[src/rtl/ioh_pkg.sv]
package ioh_pkg;

    // Defaults for the top-level parameters
    localparam int RULES_DEF      = 4;
    localparam int COUNT_BITS_DEF = 32;

    // Register port
    localparam int CFG_IDX_BITS = 3;
    localparam int CFG_BITS     = 38;
    localparam int RULE_COUNT_W = 3;

    // Histogram storage: one memory per direction and octet position,
    // two banks of 256 bins in each, every entry tagged with its interval number
    localparam int LANES      = 8;
    localparam int ADDR_BITS  = 9;
    localparam int MEM_DEPTH  = 1 << ADDR_BITS;
    localparam int EPOCH_BITS = 32;
    localparam logic [EPOCH_BITS-1:0] EPOCH_INIT = EPOCH_BITS'(1);

    // Queue between front and back (power of two)
    localparam int QUEUE_DEPTH = 4;

    typedef enum logic [1:0] {
        CMD_PACKET = 2'd0,
        CMD_READ   = 2'd1,
        CMD_FLUSH  = 2'd2,
        CMD_NONE   = 2'd3
    } cmd_t;

    typedef enum logic [CFG_IDX_BITS-1:0] {
        REG_INTERVAL   = 3'd0,
        REG_RULE_COUNT = 3'd1,
        REG_RULE_A     = 3'd2,
        REG_RULE_B     = 3'd3,
        REG_RULE_C     = 3'd4,
        REG_RULE_D     = 3'd5
    } reg_idx_t;

    // Classified item handed from front to back
    typedef struct packed {
        cmd_t                  cmd;
        logic [31:0]           ts;
        logic [31:0]           src_addr;
        logic [31:0]           dst_addr;
        logic                  count_src;
        logic                  count_dst;
        logic                  close;
        logic [EPOCH_BITS-1:0] epoch;
        logic                  read_dir;
        logic [1:0]            read_octet;
        logic [7:0]            read_value;
    } item_t;

    // Network mask for a prefix length; lengths above 32 count as 32
    function automatic logic [31:0] prefix_mask(input logic [5:0] plen);
        logic [5:0]  len;
        logic [31:0] m;
        len = (plen > 6'd32) ? 6'd32 : plen;
        m   = (len == 6'd0) ? 32'd0 : (32'hffff_ffff << (6'd32 - len));
        return m;
    endfunction

    // Octet of an address, position 0 is the top byte
    function automatic logic [7:0] octet_of(input logic [31:0] addr, input logic [1:0] pos);
        logic [7:0] v;
        case (pos)
            2'd0:    v = addr[31:24];
            2'd1:    v = addr[23:16];
            2'd2:    v = addr[15:8];
            default: v = addr[7:0];
        endcase
        return v;
    endfunction

endpackage

[src/rtl/ioh_queue.sv]
module ioh_queue (
    input  logic           aclk,
    input  logic           aresetn,
    input  logic           push,
    input  ioh_pkg::item_t push_item,
    output logic           q_ready,
    output logic           q_valid,
    output ioh_pkg::item_t q_item,
    input  logic           pop
);

    localparam int PTR_BITS = $clog2(ioh_pkg::QUEUE_DEPTH);
    localparam int CNT_BITS = $clog2(ioh_pkg::QUEUE_DEPTH + 1);

    ioh_pkg::item_t      slot_reg [ioh_pkg::QUEUE_DEPTH];
    logic [PTR_BITS-1:0] wr_ptr_reg, wr_ptr_next;
    logic [PTR_BITS-1:0] rd_ptr_reg, rd_ptr_next;
    logic [CNT_BITS-1:0] cnt_reg, cnt_next;

    assign q_ready = (cnt_reg != CNT_BITS'(ioh_pkg::QUEUE_DEPTH));
    assign q_valid = (cnt_reg != '0);
    assign q_item  = slot_reg[rd_ptr_reg];

    // Advance pointers and fill count
    always_comb begin
        wr_ptr_next = wr_ptr_reg;
        rd_ptr_next = rd_ptr_reg;
        cnt_next    = cnt_reg;
        if (push) wr_ptr_next = wr_ptr_reg + PTR_BITS'(1);
        if (pop)  rd_ptr_next = rd_ptr_reg + PTR_BITS'(1);
        if (push && !pop) cnt_next = cnt_reg + CNT_BITS'(1);
        if (pop && !push) cnt_next = cnt_reg - CNT_BITS'(1);
    end

    always_ff @(posedge aclk) begin
        if (!aresetn) begin
            wr_ptr_reg <= '0;
            rd_ptr_reg <= '0;
            cnt_reg    <= '0;
        end else begin
            wr_ptr_reg <= wr_ptr_next;
            rd_ptr_reg <= rd_ptr_next;
            cnt_reg    <= cnt_next;
        end
    end

    always_ff @(posedge aclk) begin
        if (push) slot_reg[wr_ptr_reg] <= push_item;
    end

endmodule

[config.mk]
export PLATFORM = sky130hd
export DESIGN_NAME = ioh_queue
export DESIGN_NICKNAME = d
export VERILOG_FILES = /design/src/rtl/ioh_pkg.sv /design/src/rtl/ioh_queue.sv
export SDC_FILE = /design/constraint.sdc
export NUM_CORES = 1
export LEC_CHECK = 0
export ABC_AREA = 1
export BUFFER_PORTS_ARGS = -buffer_cell sky130_fd_sc_hd__buf_2
export CAP_MARGIN = 10
export CORE_ASPECT_RATIO = 1.2
export CORE_MARGIN = 4
export CORE_UTILIZATION = 52
export DETAILED_ROUTE_END_ITERATION = 8
export PLACE_DENSITY = 0.76
export SLEW_MARGIN = 20
export SYNTH_ARGS = -nofsm -noshare
export SYNTH_HDL_FRONTEND = slang
export SYNTH_SLANG_ARGS = --single-unit
[constraint.sdc]
create_clock -name aclk -period 4.1 [get_ports aclk]
set_input_delay 0.205 -clock aclk [delete_from_list [all_inputs] [get_ports aclk]]
set_output_delay 0.205 -clock aclk [all_outputs]
set_load 0.01 [all_outputs]
After elaboration in Yosys (flattened, before gate mapping)

Memories as Yosys holds them, arrays and structs flattened. A register that Yosys moved wholly into a read port is not among the register bits.
Cells that the tools add are included.

Output and inout bits: 146
Memories: 1
Logic and storage cells: 21
Bits in registers: 7
Input bits: 148
Bits in writable memories: 576

Multiplexer cells: 6
Reduce and logical (&&, ||, !) cells: 6
Equal/unequal tests: 1
Add/subtract/negate cells: 4

Memory list:

| memory   | depth | bits a word | read ports | clocked after Yosys merged registers in | write ports | line            | text |
|---|---|---|---|---|---|---|---|
| slot_reg | 4     | 144         | 1          | 1                                       | 1           | ioh_queue.sv:15 | `ioh_pkg::item_t slot_reg [ioh_pkg::QUEUE_DEPTH];` |

Operators with widths:

| cell                | number |
|---|---|
| $mux 3              | 2 |
| $add 2x1->2 const B | 2 |
| $mux 2              | 2 |
| $add 3x1->3 const B | 1 |
| $ne 3x3->1 const B  | 1 |
| $reduce_bool 3->1   | 1 |
| $sub 3x1->3 const B | 1 |
| $logic_and 1x1->1   | 2 |
| $logic_not 1->1     | 2 |
| $mux 1              | 2 |
| $reduce_bool 2->1   | 1 |

Logic depth before layout (Yosys ltp)

Word-level depth: 4
Depth in mapped cells: 10
Depth with buffers taken out: 10

Worst setup path before layout

Ideal clock, no wire load.

Kind: register -> register
From: register wr_ptr_reg[0]
To: memory slot_reg[2][0] (netlist bit) (enable)
Stages on the path, launching flop included: 5
Required time: 3.603 ns
Arrival: 3.359 ns
Setup slack: 0.244 ns
Period minus slack after synthesis: 3.856 ns
Path buffers: 0
Library setup time: 0.497 ns
Cells stage by stage: dfxtp_1 -> inv_1 -> ha_1 -> nand2_1 -> inv_1

RTL lines:

| element                | line            | text |
|---|---|---|
| start, declared        | ioh_queue.sv:16 | `logic [PTR_BITS-1:0] wr_ptr_reg, wr_ptr_next;` |
| start signal, assigned | ioh_queue.sv:41 | `wr_ptr_reg <= wr_ptr_next;` |
| end, declared          | ioh_queue.sv:15 |  |

Straight into the memory's write port.

==> load_flow_metrics.sql <==
INSERT INTO impl_metrics (metric_group, metric, value, unit) VALUES
('global_route', 'maximum_number_of_pins_on_one_net_before_global_route_repair', '237', ''),
('worst_setup_path', 'timing.critical_path.arrival', '3020', 'ps'),
('min_path', 'hold_path_endpoint', 'slot_reg[3][78]', ''),
('synthesis', 'synth_cell_types', '22', ''),
('min_path', 'worst_hold_path_type', 'in -> reg', ''),
('sta', 'final.min_clock_period', '3230', 'ps'),
('pwr', 'internal-power', '10.3', 'mW'),
('worst_setup_path', 'r2r_setup_slack', '2040', 'ps'),
('floorplanning', 'num_io_pins', '294', ''),
('global_route', 'gr-total-overflow', '0', ''),
('pwr', 'ir_drop', '411', 'uV'),
('worst_setup_path', 'startpoint_kind_of_the_worst_setup_timing_path', 'flop', ''),
('worst_setup_path', 'criticalPathCategory', 'reg -> out', ''),
('worst_setup_path', 'critPathSlowestCell', 'sky130_fd_sc_hd__dfxtp_4', ''),
('synthesis', 'seq_area_frac_synth', '80.2', '%'),
('global_route', 'combined_global_route_utilization_of_all_metal_layers', '21.5', '%'),
('sta', 'tightestPinTransition', '1120', 'ps'),
('pwr', 'fin_total_pwr', '13.3', 'mW'),
('sta', 'fin_worst_hold_slack', '356', 'ps'),
('synthesis', 'netlist.area_leader.share', '79.4', '%'),
('clocking', 'post_cts_resize_count', '0', ''),
('synthesis', 'post_synth.cell_area_avg', '15.0', 'sq um'),
('clocking', 'cts_buffers', '53', ''),
('floorplanning', 'initial_utilization', '53.1', '%'),
('drt', 'drt-wirelength-per-cell', '20.5', 'microns'),
('clocking', 'clockBufferDepth', '3', ''),
('floorplanning', 'die_height', '232', 'microns'),
('pwr', 'power.switching', '2.97', 'mW'),
('drt', 'vias', '14000', ''),
('pwr', 'power_frac_seq', '52.0', '%'),
('sta', 'layout_worst_path_cycle_share', '78.7', '%'),
('cells_and_area', 'area.growth.synth_to_final', '23.2', '%'),
('sta', 'finalHoldViolCount', '0', ''),
('synthesis', 'synth_simple_gate_area_share', '5.27', '%'),
('cells_and_area', 'layout.core_utilization', '65.4', '%'),
('sta', 'maxSlewHeadroom', '25.3', '%'),
('cells_and_area', 'multi_input_area', '3630', 'sq um'),
('min_path', 'worst_hold_startpoint', 'push_item[78]', ''),
('worst_setup_path', 'timing.critical_path.required', '3890', 'ps'),
('drt', 'route.antenna.remaining_nets', '0', ''),
('drt', 'drt_pass1_iterations', '5', ''),
('synthesis', 'yosys.area_share.xor_xnor', '0', '%'),
('sta', 'fin_skew', '12.1', 'ps'),
('worst_setup_path', 'cp_cell_sequence', 'buf_12, o21ai_0, o22ai_1, buf_2', ''),
('clocking', 'postCtsHoldBufs', '147', ''),
('synthesis', 'postSynthCellCount', '1449', ''),
('synthesis', 'synth_largest_area_cell', 'sky130_fd_sc_hd__edfxtp_1', ''),
('sta', 'grt_setup_unrepaired', 'no', ''),
('status', 'run_status', 'finished clean', ''),
('cells_and_area', 'seqCellArea', '17500', 'sq um'),
('place', 'io_buffers', '293', ''),
('cells_and_area', 'stdcell_area', '26800', 'sq um'),
('clocking', 'number_of_setup_buffers_added_after_cts', '0', ''),
('pwr', 'switching_share', '22.4', '%'),
('global_route', 'number_of_antenna_violations_at_the_first_check_in_global_routing', '3', ''),
('pwr', 'pwr-share-clk', '38.4', '%'),
('synthesis', 'synth-seq-cells', '585', ''),
('synthesis', 'synth_nets', '1603', ''),
('place', 'place_hpwl', '26900', 'microns'),
('worst_setup_path', 'critical_path.max_stage_delay', '730', 'ps'),
('place', 'dpl_cell_area', '23600', 'sq um'),
('synthesis', 'synthMuxAreaShare', '0', '%'),
('clocking', 'cts_max_level', '2', ''),
('floorplanning', 'die_area', '45200', 'sq um'),
('synthesis', 'synth_compound_gate_area_share', '11.0', '%'),
('worst_setup_path', 'critical_path.reg2reg.startpoint', 'wr_ptr_reg[0]', ''),
('clocking', 'clkLatencyLatePin', '590', 'ps'),
('synthesis', 'post_synth_instance_area', '21800', 'sq um'),
('cells_and_area', 'post_layout_nonfiller_instances', '2452', ''),
('floorplanning', 'num_rows', '81', ''),
('floorplanning', 'core', '41000', 'sq um');
## worst max-delay path, delay by kind of cell (launching register included)
kind	cells	cell delay [ps]
flip-flops	1	730
buffers and inverters	2	850
AO/OA/AOI/OAI	2	560
## synthesized netlist by cell type
| cell | count |
|---|---|
| sky130_fd_sc_hd__nor2_1 | 291 |
| sky130_fd_sc_hd__inv_8 | 1 |
| sky130_fd_sc_hd__o21ai_1 | 54 |
| sky130_fd_sc_hd__buf_12 | 1 |
| sky130_fd_sc_hd__buf_8 | 2 |
| sky130_fd_sc_hd__edfxtp_1 | 576 |
| sky130_fd_sc_hd__buf_4 | 5 |
| sky130_fd_sc_hd__clkbuf_2 | 1 |
| sky130_fd_sc_hd__dfxtp_1 | 9 |
| sky130_fd_sc_hd__buf_2 | 20 |
| sky130_fd_sc_hd__inv_1 | 15 |
| sky130_fd_sc_hd__fa_1 | 1 |
| sky130_fd_sc_hd__buf_6 | 23 |
| sky130_fd_sc_hd__o22ai_1 | 144 |
| sky130_fd_sc_hd__o21ai_0 | 240 |
| sky130_fd_sc_hd__nand3_1 | 3 |
| sky130_fd_sc_hd__ha_1 | 5 |
| sky130_fd_sc_hd__inv_2 | 1 |
| sky130_fd_sc_hd__nand2_1 | 9 |
| sky130_fd_sc_hd__a21oi_1 | 5 |
| sky130_fd_sc_hd__nand4_1 | 1 |
| sky130_fd_sc_hd__clkbuf_1 | 42 |
## power by group through the flow
stage               registers (mW)  logic, mW  clock network (mW)
floorplan                     7.03      0.664                   0
global route                  6.93       1.39                5.45
CTS                           6.91       1.27                5.16
global placement              7.03       1.11                   0
finish                        6.92       1.27                5.10
detailed placement            7.04       1.15                   0
## layer usage
layer | GRT usage [%] | part of all wire (%) | up-vias
li1 | - | - | 6333
met1 | 26.7 | 38 | 6869
met2 | 38.0 | 51 | 663
met3 | 4.63 | 8.2 | 91
met4 | 7.20 | 2.6 | 2
met5 | 0 | 0.026 | -
## area by class of cell
| type | count | share of cell area [%] |
|---|---|---|
| tap | 539 | 2.51 |
| multi-input combinational | 753 | 13.5 |
| inverter | 17 | 0.350 |
| clock buffer | 69 | 5.32 |
| antenna | 2 | 0.0186 |
| clock inverter | 29 | 1.39 |
| sequential | 585 | 65.2 |
| timing repair buffer | 458 | 11.7 |
## cells in the final DEF, fill, tap and decap left out, drive strengths merged
| master | netlist | final |
|---|---|---|
| a21oi | 5 | 5 |
| buf | 51 | 311 |
| bufinv | 0 | 9 |
| clkbuf | 43 | 69 |
| clkinv | 0 | 15 |
| clkinvlp | 0 | 3 |
| dfxtp | 9 | 9 |
| diode | 0 | 2 |
| dlygate4sd3 | 0 | 147 |
| edfxtp | 576 | 576 |
| fa | 1 | 1 |
| ha | 5 | 5 |
| inv | 17 | 19 |
| nand2 | 9 | 9 |
| nand3 | 3 | 3 |
| nand4 | 1 | 1 |
| nor2 | 291 | 291 |
| o21ai | 294 | 294 |
| o22ai | 144 | 144 |
## kinds of logic (layout without fill, tap and decap cells)
logic type               Yosys count  in the layout
AND/OR/NAND/NOR                  304            304
adder cells (fa/ha/maj)            6              6
flip-flops                       585            585
other                              0              2
buffers and inverters            111            573
AO/OA/AOI/OAI                    443            443
## worst max path at each step
stage / startpoint / endpoint / depth (start not counted)
6_report: flop / q_item[26] / 4
5_1_grt: flop / q_item[56] / 4
4_1_cts: flop / q_item[98] / 5
3_5_place_dp: flop / q_item[98] / 5
3_3_place_gp: flop / q_item[108] / 5
2_1_floorplan: wr_ptr_reg[0] / slot_reg[2][0] / 4
Note: power is estimated with default switching activity, not from simulation.
