## src/rtl/ioh_pkg.sv

```systemverilog
package ioh_pkg;

    // Defaults for the top-level parameters
    localparam int RULES_DEF      = 4;
    localparam int COUNT_BITS_DEF = 32;

    // Register port
    localparam int CFG_IDX_BITS = 3;
    localparam int CFG_BITS     = 38;
    localparam int RULE_COUNT_W = 3;

    // Histogram storage: one memory per direction and octet position,
    // two banks of 256 bins in each, every entry tagged with its interval number
    localparam int LANES      = 8;
    localparam int ADDR_BITS  = 9;
    localparam int MEM_DEPTH  = 1 << ADDR_BITS;
    localparam int EPOCH_BITS = 32;
    localparam logic [EPOCH_BITS-1:0] EPOCH_INIT = EPOCH_BITS'(1);

    // Queue between front and back (power of two)
    localparam int QUEUE_DEPTH = 4;

    typedef enum logic [1:0] {
        CMD_PACKET = 2'd0,
        CMD_READ   = 2'd1,
        CMD_FLUSH  = 2'd2,
        CMD_NONE   = 2'd3
    } cmd_t;

    typedef enum logic [CFG_IDX_BITS-1:0] {
        REG_INTERVAL   = 3'd0,
        REG_RULE_COUNT = 3'd1,
        REG_RULE_A     = 3'd2,
        REG_RULE_B     = 3'd3,
        REG_RULE_C     = 3'd4,
        REG_RULE_D     = 3'd5
    } reg_idx_t;

    // Classified item handed from front to back
    typedef struct packed {
        cmd_t                  cmd;
        logic [31:0]           ts;
        logic [31:0]           src_addr;
        logic [31:0]           dst_addr;
        logic                  count_src;
        logic                  count_dst;
        logic                  close;
        logic [EPOCH_BITS-1:0] epoch;
        logic                  read_dir;
        logic [1:0]            read_octet;
        logic [7:0]            read_value;
    } item_t;

    // Network mask for a prefix length; lengths above 32 count as 32
    function automatic logic [31:0] prefix_mask(input logic [5:0] plen);
        logic [5:0]  len;
        logic [31:0] m;
        len = (plen > 6'd32) ? 6'd32 : plen;
        m   = (len == 6'd0) ? 32'd0 : (32'hffff_ffff << (6'd32 - len));
        return m;
    endfunction

    // Octet of an address, position 0 is the top byte
    function automatic logic [7:0] octet_of(input logic [31:0] addr, input logic [1:0] pos);
        logic [7:0] v;
        case (pos)
            2'd0:    v = addr[31:24];
            2'd1:    v = addr[23:16];
            2'd2:    v = addr[15:8];
            default: v = addr[7:0];
        endcase
        return v;
    endfunction

endpackage

```

## src/rtl/ioh_front.sv

```systemverilog
module ioh_front #(
    parameter int RULES = ioh_pkg::RULES_DEF
) (
    input  logic                              aclk,
    input  logic                              aresetn,
    input  logic                              cfg_we,
    input  logic [ioh_pkg::CFG_IDX_BITS-1:0]  cfg_index,
    input  logic [ioh_pkg::CFG_BITS-1:0]      cfg_wdata,
    input  logic                              in_valid,
    output logic                              in_ready,
    input  ioh_pkg::cmd_t                     in_cmd,
    input  logic [31:0]                       in_ts,
    input  logic                              in_src_valid,
    input  logic [31:0]                       in_src_addr,
    input  logic                              in_dst_valid,
    input  logic [31:0]                       in_dst_addr,
    input  logic                              in_read_dir,
    input  logic [1:0]                        in_read_octet,
    input  logic [7:0]                        in_read_value,
    input  logic                              q_ready,
    input  logic                              clear_done,
    output logic                              push,
    output ioh_pkg::item_t                    push_item
);

    logic [31:0]                          interval_reg;
    logic [ioh_pkg::RULE_COUNT_W-1:0]     rule_count_reg;
    logic [ioh_pkg::CFG_BITS-1:0]         rule_reg [RULES];
    logic                                 started_reg, started_next;
    logic [31:0]                          key_reg, key_next;
    logic [ioh_pkg::EPOCH_BITS-1:0]       epoch_reg, epoch_next;

    logic [31:0] key_eff;
    logic [32:0] limit;
    logic        pkt_close;
    logic        close;
    logic        src_excl, dst_excl;
    logic        accept;

    assign in_ready = q_ready && clear_done;
    assign accept   = in_valid && in_ready;

    // Register writes
    always_ff @(posedge aclk) begin
        if (!aresetn) begin
            interval_reg   <= 32'd300;
            rule_count_reg <= '0;
            for (int r = 0; r < RULES; r++) begin
                rule_reg[r] <= '0;
            end
        end else if (cfg_we) begin
            unique case (ioh_pkg::reg_idx_t'(cfg_index))
                ioh_pkg::REG_INTERVAL:   interval_reg   <= cfg_wdata[31:0];
                ioh_pkg::REG_RULE_COUNT: rule_count_reg <= cfg_wdata[ioh_pkg::RULE_COUNT_W-1:0];
                default: begin
                    for (int r = 0; r < RULES; r++) begin
                        if (cfg_index == ioh_pkg::CFG_IDX_BITS'(int'(ioh_pkg::REG_RULE_A) + r)) begin
                            rule_reg[r] <= cfg_wdata;
                        end
                    end
                end
            endcase
        end
    end

    // Match both addresses against the active exclusion rules
    always_comb begin
        logic [31:0] m;
        logic [31:0] net;
        src_excl = 1'b0;
        dst_excl = 1'b0;
        for (int r = 0; r < RULES; r++) begin
            m   = ioh_pkg::prefix_mask(rule_reg[r][5:0]);
            net = rule_reg[r][37:6];
            if (ioh_pkg::RULE_COUNT_W'(r) < rule_count_reg) begin
                if ((in_src_addr & m) == (net & m)) src_excl = 1'b1;
                if ((in_dst_addr & m) == (net & m)) dst_excl = 1'b1;
            end
        end
    end

    // Interval close decision
    assign key_eff   = started_reg ? key_reg : in_ts;
    assign limit     = {1'b0, key_eff} + {1'b0, interval_reg};
    assign pkt_close = ({1'b0, in_ts} >= limit);

    always_comb begin
        close = 1'b0;
        case (in_cmd)
            ioh_pkg::CMD_PACKET: close = pkt_close;
            ioh_pkg::CMD_FLUSH:  close = 1'b1;
            default:             close = 1'b0;
        endcase
    end

    // Next interval state
    always_comb begin
        started_next = started_reg;
        key_next     = key_reg;
        epoch_next   = epoch_reg;
        if (accept) begin
            if (in_cmd == ioh_pkg::CMD_PACKET) begin
                started_next = 1'b1;
                key_next     = pkt_close ? in_ts : key_eff;
            end
            if (close) begin
                epoch_next = epoch_reg + ioh_pkg::EPOCH_BITS'(1);
            end
        end
    end

    always_ff @(posedge aclk) begin
        if (!aresetn) begin
            started_reg <= 1'b0;
            key_reg     <= '0;
            epoch_reg   <= ioh_pkg::EPOCH_INIT;
        end else begin
            started_reg <= started_next;
            key_reg     <= key_next;
            epoch_reg   <= epoch_next;
        end
    end

    // Build the queue entry
    assign push = accept;
    always_comb begin
        push_item            = '0;
        push_item.cmd        = in_cmd;
        push_item.ts         = in_ts;
        push_item.src_addr   = in_src_addr;
        push_item.dst_addr   = in_dst_addr;
        push_item.count_src  = (in_cmd == ioh_pkg::CMD_PACKET) && in_src_valid && !src_excl;
        push_item.count_dst  = (in_cmd == ioh_pkg::CMD_PACKET) && in_dst_valid && !dst_excl;
        push_item.close      = close;
        push_item.epoch      = epoch_reg;
        push_item.read_dir   = in_read_dir;
        push_item.read_octet = in_read_octet;
        push_item.read_value = in_read_value;
    end

endmodule

```

## config.mk

```make
export PLATFORM = sky130hd
export DESIGN_NAME = ioh_front
export DESIGN_NICKNAME = d
export VERILOG_FILES = /design/src/rtl/ioh_pkg.sv /design/src/rtl/ioh_front.sv
export SDC_FILE = /design/constraint.sdc
export NUM_CORES = 1
export LEC_CHECK = 0
export ABC_AREA = 1
export ABC_CLOCK_PERIOD_IN_PS = 4000
export BUFFER_PORTS_ARGS = -buffer_cell sky130_fd_sc_hd__buf_2
export CAP_MARGIN = 20
export CORE_ASPECT_RATIO = 1.5
export CORE_UTILIZATION = 53
export DETAILED_ROUTE_END_ITERATION = 16
export GPL_TIMING_DRIVEN = 0
export PLACE_DENSITY = 0.79
export SLEW_MARGIN = 5
export SYNTH_ARGS = -nofsm -noshare
export SYNTH_HDL_FRONTEND = slang
export SYNTH_SLANG_ARGS = --single-unit
```

## constraint.sdc

```tcl
create_clock -name aclk -period 4 [get_ports aclk]
set_clock_uncertainty 0.05 [all_clocks]
set_input_delay 0.2 -clock aclk [delete_from_list [all_inputs] [get_ports aclk]]
set_output_delay 0.2 -clock aclk [all_outputs]
set_load 0.01 [all_outputs]
```

# After elaboration in Yosys (flattened, before gate mapping)

Memories as Yosys holds them, arrays and structs flattened.
Index checks and enable logic that the tools add are counted.

Bits in writable memories: 152
Memories: 1
Memory bits (read-only): 0
Flip-flop bits (word level): 100
Latch bits: 0
Word-level logic and storage cells: 126

Memories:

| name     | depth | bits a word | read ports | clocked after Yosys merged registers in | write ports | line            | text |
|---|---|---|---|---|---|---|---|
| rule_reg | 4     | 38          | 4          | 0                                       | 4           | ioh_front.sv:28 | `logic [ioh_pkg::CFG_BITS-1:0] rule_reg [RULES];` |

Shift-type cells: 4
$lt $le $gt $ge: 9
Bitwise logic cells: 16
Divide/modulo/power cells: 0
Mux-type cells: 52
$add $sub $neg: 6
Reductions and logical operators: 19
Equal/unequal tests: 14
Multipliers: 0

Operator list:

| operator                                                             | number |
|---|---|
| 32-bit bitwise AND                                                   | 12 |
| 32-bit == test                                                       | 8 |
| 32-bit two-way mux                                                   | 6 |
| 38-bit two-way mux                                                   | 4 |
| 32-bit by 6-bit left shift with 32-bit output (first input constant) | 4 |
| 1-bit two-way mux                                                    | 37 |
| 32-bit by 32-bit adder with 33-bit output                            | 1 |
| 32-bit by 33-bit greater-or-equal comparator with 1-bit output       | 1 |
| 32-bit by 1-bit adder with 32-bit output (second input constant)     | 1 |
| 6-bit > comparator (second input constant)                           | 4 |
| 6-bit zero test                                                      | 4 |
| 6-bit two-way mux                                                    | 4 |
| 6-bit subtractor (first input constant)                              | 4 |
| 2-bit AND reduction                                                  | 4 |
| 3-bit by 2-bit == test with 1-bit output (second input constant)     | 2 |
| 3-bit == test (second input constant)                                | 2 |
| 1-bit logical AND                                                    | 6 |
| 1-bit by 3-bit < comparator with 1-bit output (first input constant) | 2 |
| 2-bit by 3-bit < comparator with 1-bit output (first input constant) | 2 |
| 1-bit OR                                                             | 4 |
| 3-bit by 1-bit == test with 1-bit output (second input constant)     | 1 |
| 3-bit zero test                                                      | 1 |
| 2-bit == test (second input constant)                                | 1 |
| 1-bit zero test                                                      | 2 |
| other kinds (3)                                                      | 3 |

# Depth between registers and ports, before layout

Depth in word-level cells: 17
Depth in mapped cells: 36

# Worst setup path before layout

No wires, ideal clock.

Path type: register to register
Start point: register started_reg
End point: register epoch_reg[0] (netlist name)
Setup time: 0.133 ns
Arrival: 4.261 ns
Period minus slack after synthesis: 4.444 ns
Stages on the path, launching flop included: 36
Setup slack: -0.444 ns
Required time: 3.817 ns
Cell sequence: dfxtp_1 -> inv_1 -> clkbuf_1 -> nand2_1 -> o21ai_0 -> inv_1 -> ha_1 -> fa_1 -> nand3_1 -> nand2_1 -> a21boi_2 -> o21ai_2 -> a31oi_1 -> o21ai_0 -> a21oi_1 -> o21ai_0 -> xnor2_1 -> ha_1 -> nand2_1 -> nor2_1 -> nand2_1 -> nor2_1 -> a21oi_1 -> nand2_1 -> nand2_1 -> nand2_1 -> nand2_1 -> nand2_1 -> nand2_1 -> nand2_1 -> nand3_2 -> nand2_2 -> nand2_2 -> buf_2 -> nand2_1 -> nand3_1

Longest elaborated chain between the ends: 5

RTL lines:

| item                                                           | line             | text |
|---|---|---|
| start: declaration                                             | ioh_front.sv:29  | `logic started_reg, started_next;` |
| start signal: assignment                                       | ioh_front.sv:118 | `started_reg <= started_next;` |
| 32-bit two-way mux                                             | ioh_front.sv:83  | `assign key_eff = started_reg ? key_reg : in_ts;` |
| 32-bit by 32-bit adder with 33-bit output                      | ioh_front.sv:84  | `assign limit = {1'b0, key_eff} + {1'b0, interval_reg};` |
| 32-bit by 33-bit greater-or-equal comparator with 1-bit output | ioh_front.sv:85  | `assign pkt_close = ({1'b0, in_ts} >= limit);` |
| 1-bit one-hot mux with 2 select lines                          | ioh_front.sv:89  | `case (in_cmd)` |
| 2-bit AND reduction (no source line)                           | n/a              |  |
| end signal: assignment                                         | ioh_front.sv:116 | `epoch_reg <= ioh_pkg::EPOCH_INIT;` |
| end signal: assignment                                         | ioh_front.sv:120 | `epoch_reg <= epoch_next;` |
| end: declaration                                               | ioh_front.sv:31  | `logic [ioh_pkg::EPOCH_BITS-1:0] epoch_reg, epoch_next;` |

Every way passes these cells.
A chain may end at the register's enable or synchronous reset.

# Final worst setup path

Start point: register started_reg
End point: output push_item[43] (netlist name)

Longest elaborated chain between the ends: 4

RTL lines:

| item                                                           | line            | text |
|---|---|---|
| 32-bit two-way mux                                             | ioh_front.sv:83 |  |
| 32-bit by 32-bit adder with 33-bit output                      | ioh_front.sv:84 |  |
| 32-bit by 33-bit greater-or-equal comparator with 1-bit output | ioh_front.sv:85 |  |
| 1-bit one-hot mux with 2 select lines                          | ioh_front.sv:89 |  |
| end: declaration                                               | ioh_front.sv:23 | `output ioh_pkg::item_t push_item` |

Every way passes these cells.

==> reports/metrics.cfg <==
[placed_design]
gp_congestion = 1.16
place_ws_ns = -1.51
place_inst = 3690
hpwl_mm = 67.6
portBuffers = 290

[logic_synthesis]
synth.area.top_cells = edfxtp_1 (22%), nand2_1 (12%), dfxtp_1 (9.9%)
synth_top_area_share = 0.225
synth_edf_count = 152
synth_flop_cell = edfxtp_1
synth-seq-cells = 252
yosys_warnings = 0
ys_seq_area_frac = 0.323
yosys.area.top_type = edfxtp_1
synthesis.area_um2 = 20300
syn_avg_cell_area_um2 = 6.99
syn_nets = 3143
synth.distinct_cells = 54
syn-instance-count = 2905
ys_async_sr_fraction = 0

[critical_path]
startpoint_type = flip-flop
crit_required_ns = 3.75
arrival_ns = 4.97
cpMostUsedCell = nand2_1
critical_path_class = flip-flop to output pin
cpPeakStageDelay_ns = 0.43
r2r_end = epoch_reg[3]
crit_family = simple AND/OR/NAND/NOR gates
ff2ff_path_depth = 37
cp_max_fo = 10
cp_num_buf_inv = 10
r2r_slack_ns = -1.04
end_kind = output pin
crit_path_top_delay_cell = dfxtp_4
reg2reg_from = started_reg

[sta]
post-route-period-util = 1.31
maxSlewViolCount = 0
whs_ns = 0.0166
fin_crit_ns = 5.22
hold_viol = 0
rsz0062_at_grt = yes
max_clock_freq_mhz = 192
tightestPinTransition_ns = 0.946
setup_slack_ns = -1.22
setup_viol = 67
timing.slew.headroom = 0.367

[global_routing]
track_usage = 0.443
grt-ovfl-total = 0
grt_max_degree = 32
grt_pass1_wl_mm = 128
grt_pass1_vias = 21900
antenna_found_initial = 0

[pwr]
peakVddDrop_mv = 0.363
power_density_nw_per_um2 = 336
power_leakage_nw = 12.1

[job]
drv_cap = 0

[worst_hold_path]
hold_class = primary input to flip-flop
min_from = cfg_wdata[16]
hold_path_end = rule_reg[2][16]
holdPathStages = 3

[cells_and_area]
largest_reg_flops = 152
syn_to_final_growth_pct = 29.0
multiInputGateArea_um2 = 13000
drive_gt1_frac = 0.280
regArea_um2 = 6570
nFillCells = 3078
fin_util = 0.696
layoutNonFillerInstCount = 3854
finalNetCount = 3582

[status]
status = finished with violations
violations = negative setup slack

[clock_tree]
cts_buffers = 26
path_clk_slew_ns = 0.07
cts.htree.levels = 1
clk_path_buf_depth = 3
cts_num_sinks = 252
cts_tree = built
cts_root_buf = clkbuf_16
clock_latency_ns = 0.60

[floorplanning]
die_x_um = 162
coreArea_um2 = 37700
initial_core_util = 0.539
io_pins = 304
rows = 87
die-area_um2 = 39100
die_y_um = 242

[drt]
dr.pass1.iters = 7
wl_per_cell_um = 23.4
num_vias = 22900
wl_met1_mm = 28.4
drc = 0
dr.max_layer_used = met4
dr_wl_met2_mm = 43.0
drt_wl_total_mm = 90.1
ant_nets = 0
viasPerCell = 5.94
met3_length_mm = 8.19
drt_iter0_drc = 1904

==> worst min-delay path, cell delays in order <==
cell and delay (ns):
buf_2 0.07, inv_1 0.12, nor2_1 0.13
==> cell usage in the layout (no fill, tap or decap), types with 8 or more instances in the layout <==
master / netlist / final
nor2_4: 3 / 24
buf_6: 1 / 17
nor2_2: 8 / 30
ha_4: 0 / 17
buf_8: 0 / 14
buf_2: 15 / 293
inv_1: 289 / 276
o21ai_1: 11 / 20
o21ai_0: 124 / 94
dfxtp_1: 100 / 99
nand4_1: 69 / 69
nor3_1: 28 / 26
xnor2_1: 44 / 44
a21o_1: 9 / 9
nor2_1: 411 / 368
edfxtp_1: 152 / 152
nand2_4: 3 / 23
clkbuf_16: 0 / 33
clkbuf_1: 52 / 44
a21oi_2: 1 / 56
nand2_2: 12 / 60
buf_4: 116 / 188
or2_2: 32 / 32
nand3_2: 1 / 35
nand2_1: 633 / 562
ha_1: 79 / 54
nand3_1: 288 / 249
a21oi_1: 150 / 92
nand3b_1: 34 / 34
dlygate4sd3_1: 0 / 26
inv_2: 7 / 18
xor2_1: 168 / 168
ha_2: 0 / 8
o21ai_2: 6 / 23
==> cells by family (layout without fill, tap and decap cells) <==
family          count (synthesis)  in the layout  share of synthesized area
compound gates                337            337                     0.0914
xor+xnor                      214            214                     0.0930
fa+ha+maj                      80             80                     0.0496
buf+inv                       487            945                      0.113
flops                         252            252                      0.323
other cells                     0              1                          0
simple gates                 1535           1536                      0.330
==> synth_stat cells, types with 3 or more instances <==
master    number
nand2_4        3
nor4_1         8
o21ai_1       11
nand3b_1      34
inv_2          7
o31ai_1        4
edfxtp_1     152
a21boi_0       3
a31oi_1        8
xnor2_1       44
clkbuf_1      52
o21ai_0      124
nand4_1       69
nand3_1      288
nor2_4         3
nand2_2       12
buf_1          6
nor3_1        28
nand2_1      633
inv_1        289
nor2_2         8
buf_2         15
buf_4        116
a21o_1         9
or2_2         32
xor2_1       168
o211ai_1       5
ha_1          79
nor2_1       411
dfxtp_1      100
o21ai_2        6
a21oi_1      150
==> where the power goes <==
part           internal [mW]  leakage, nW  switching, mW
clock                   1.48        0.449           1.18
sequential              2.88         2.28          0.112
combinational           1.13         9.36           2.01
==> final cells by class <==
class                           instances  area share
Antenna cell                            1   0.0000955
Clock buffer                           31      0.0284
Multi-Input combinational cell       2167       0.497
Clock inverter                         17     0.00678
Tap cell                              489      0.0233
Sequential cell                       252       0.251
Timing Repair Buffer                  410      0.0997
Buffer                                190      0.0515
Inverter                              297      0.0428
==> through the flow <==
step / area, µm² / setup TNS [ns] / total power [mW]
6_report: 26200 / -59.71 / 8.79
5_1_grt: 26200 / -68.43 / 9.07
4_1_cts: 24900 / -34.36 / 8.40
3_5_place_dp: 22600 / -93.11 / 5.51
3_3_place_gp: 22500 / -248.87 / 5.46
2_1_floorplan: 20400 / -7.76 / 4.60
==> metal layers <==
layer | track usage | up-vias
li1 | - | 10300
met1 | 0.449 | 10500
met2 | 0.765 | 1524
met3 | 0.0762 | 541
met4 | 0.412 | 0
met5 | 0 | -
==> timing repair <==
action | CTS | global route
pin swaps | 59 | 86
setup endpoints to repair | 67 | 67
endpoints found under the hold margin | 57 | 0
resized for setup | 195 | 247
setup buffers | 47 | 35
hold buffers | 26 | 0
cloned | 4 | 4
==> worst max path at each step <==
stage / start / endpoint / slack (ns) / cells after the start
finish: started_reg / push_item[43] / -1.22 / 33
global route: started_reg / push_item[43] / -1.34 / 33
CTS: started_reg / push_item[43] / -1.02 / 33
detailed placement: started_reg / push_item[43] / -1.51 / 31
global placement: cfg_we / rule_reg[0][3] / -2.55 / 5
floorplan: started_reg / epoch_reg[0] / -0.14 / 35
(Power assumes the default switching activity.)
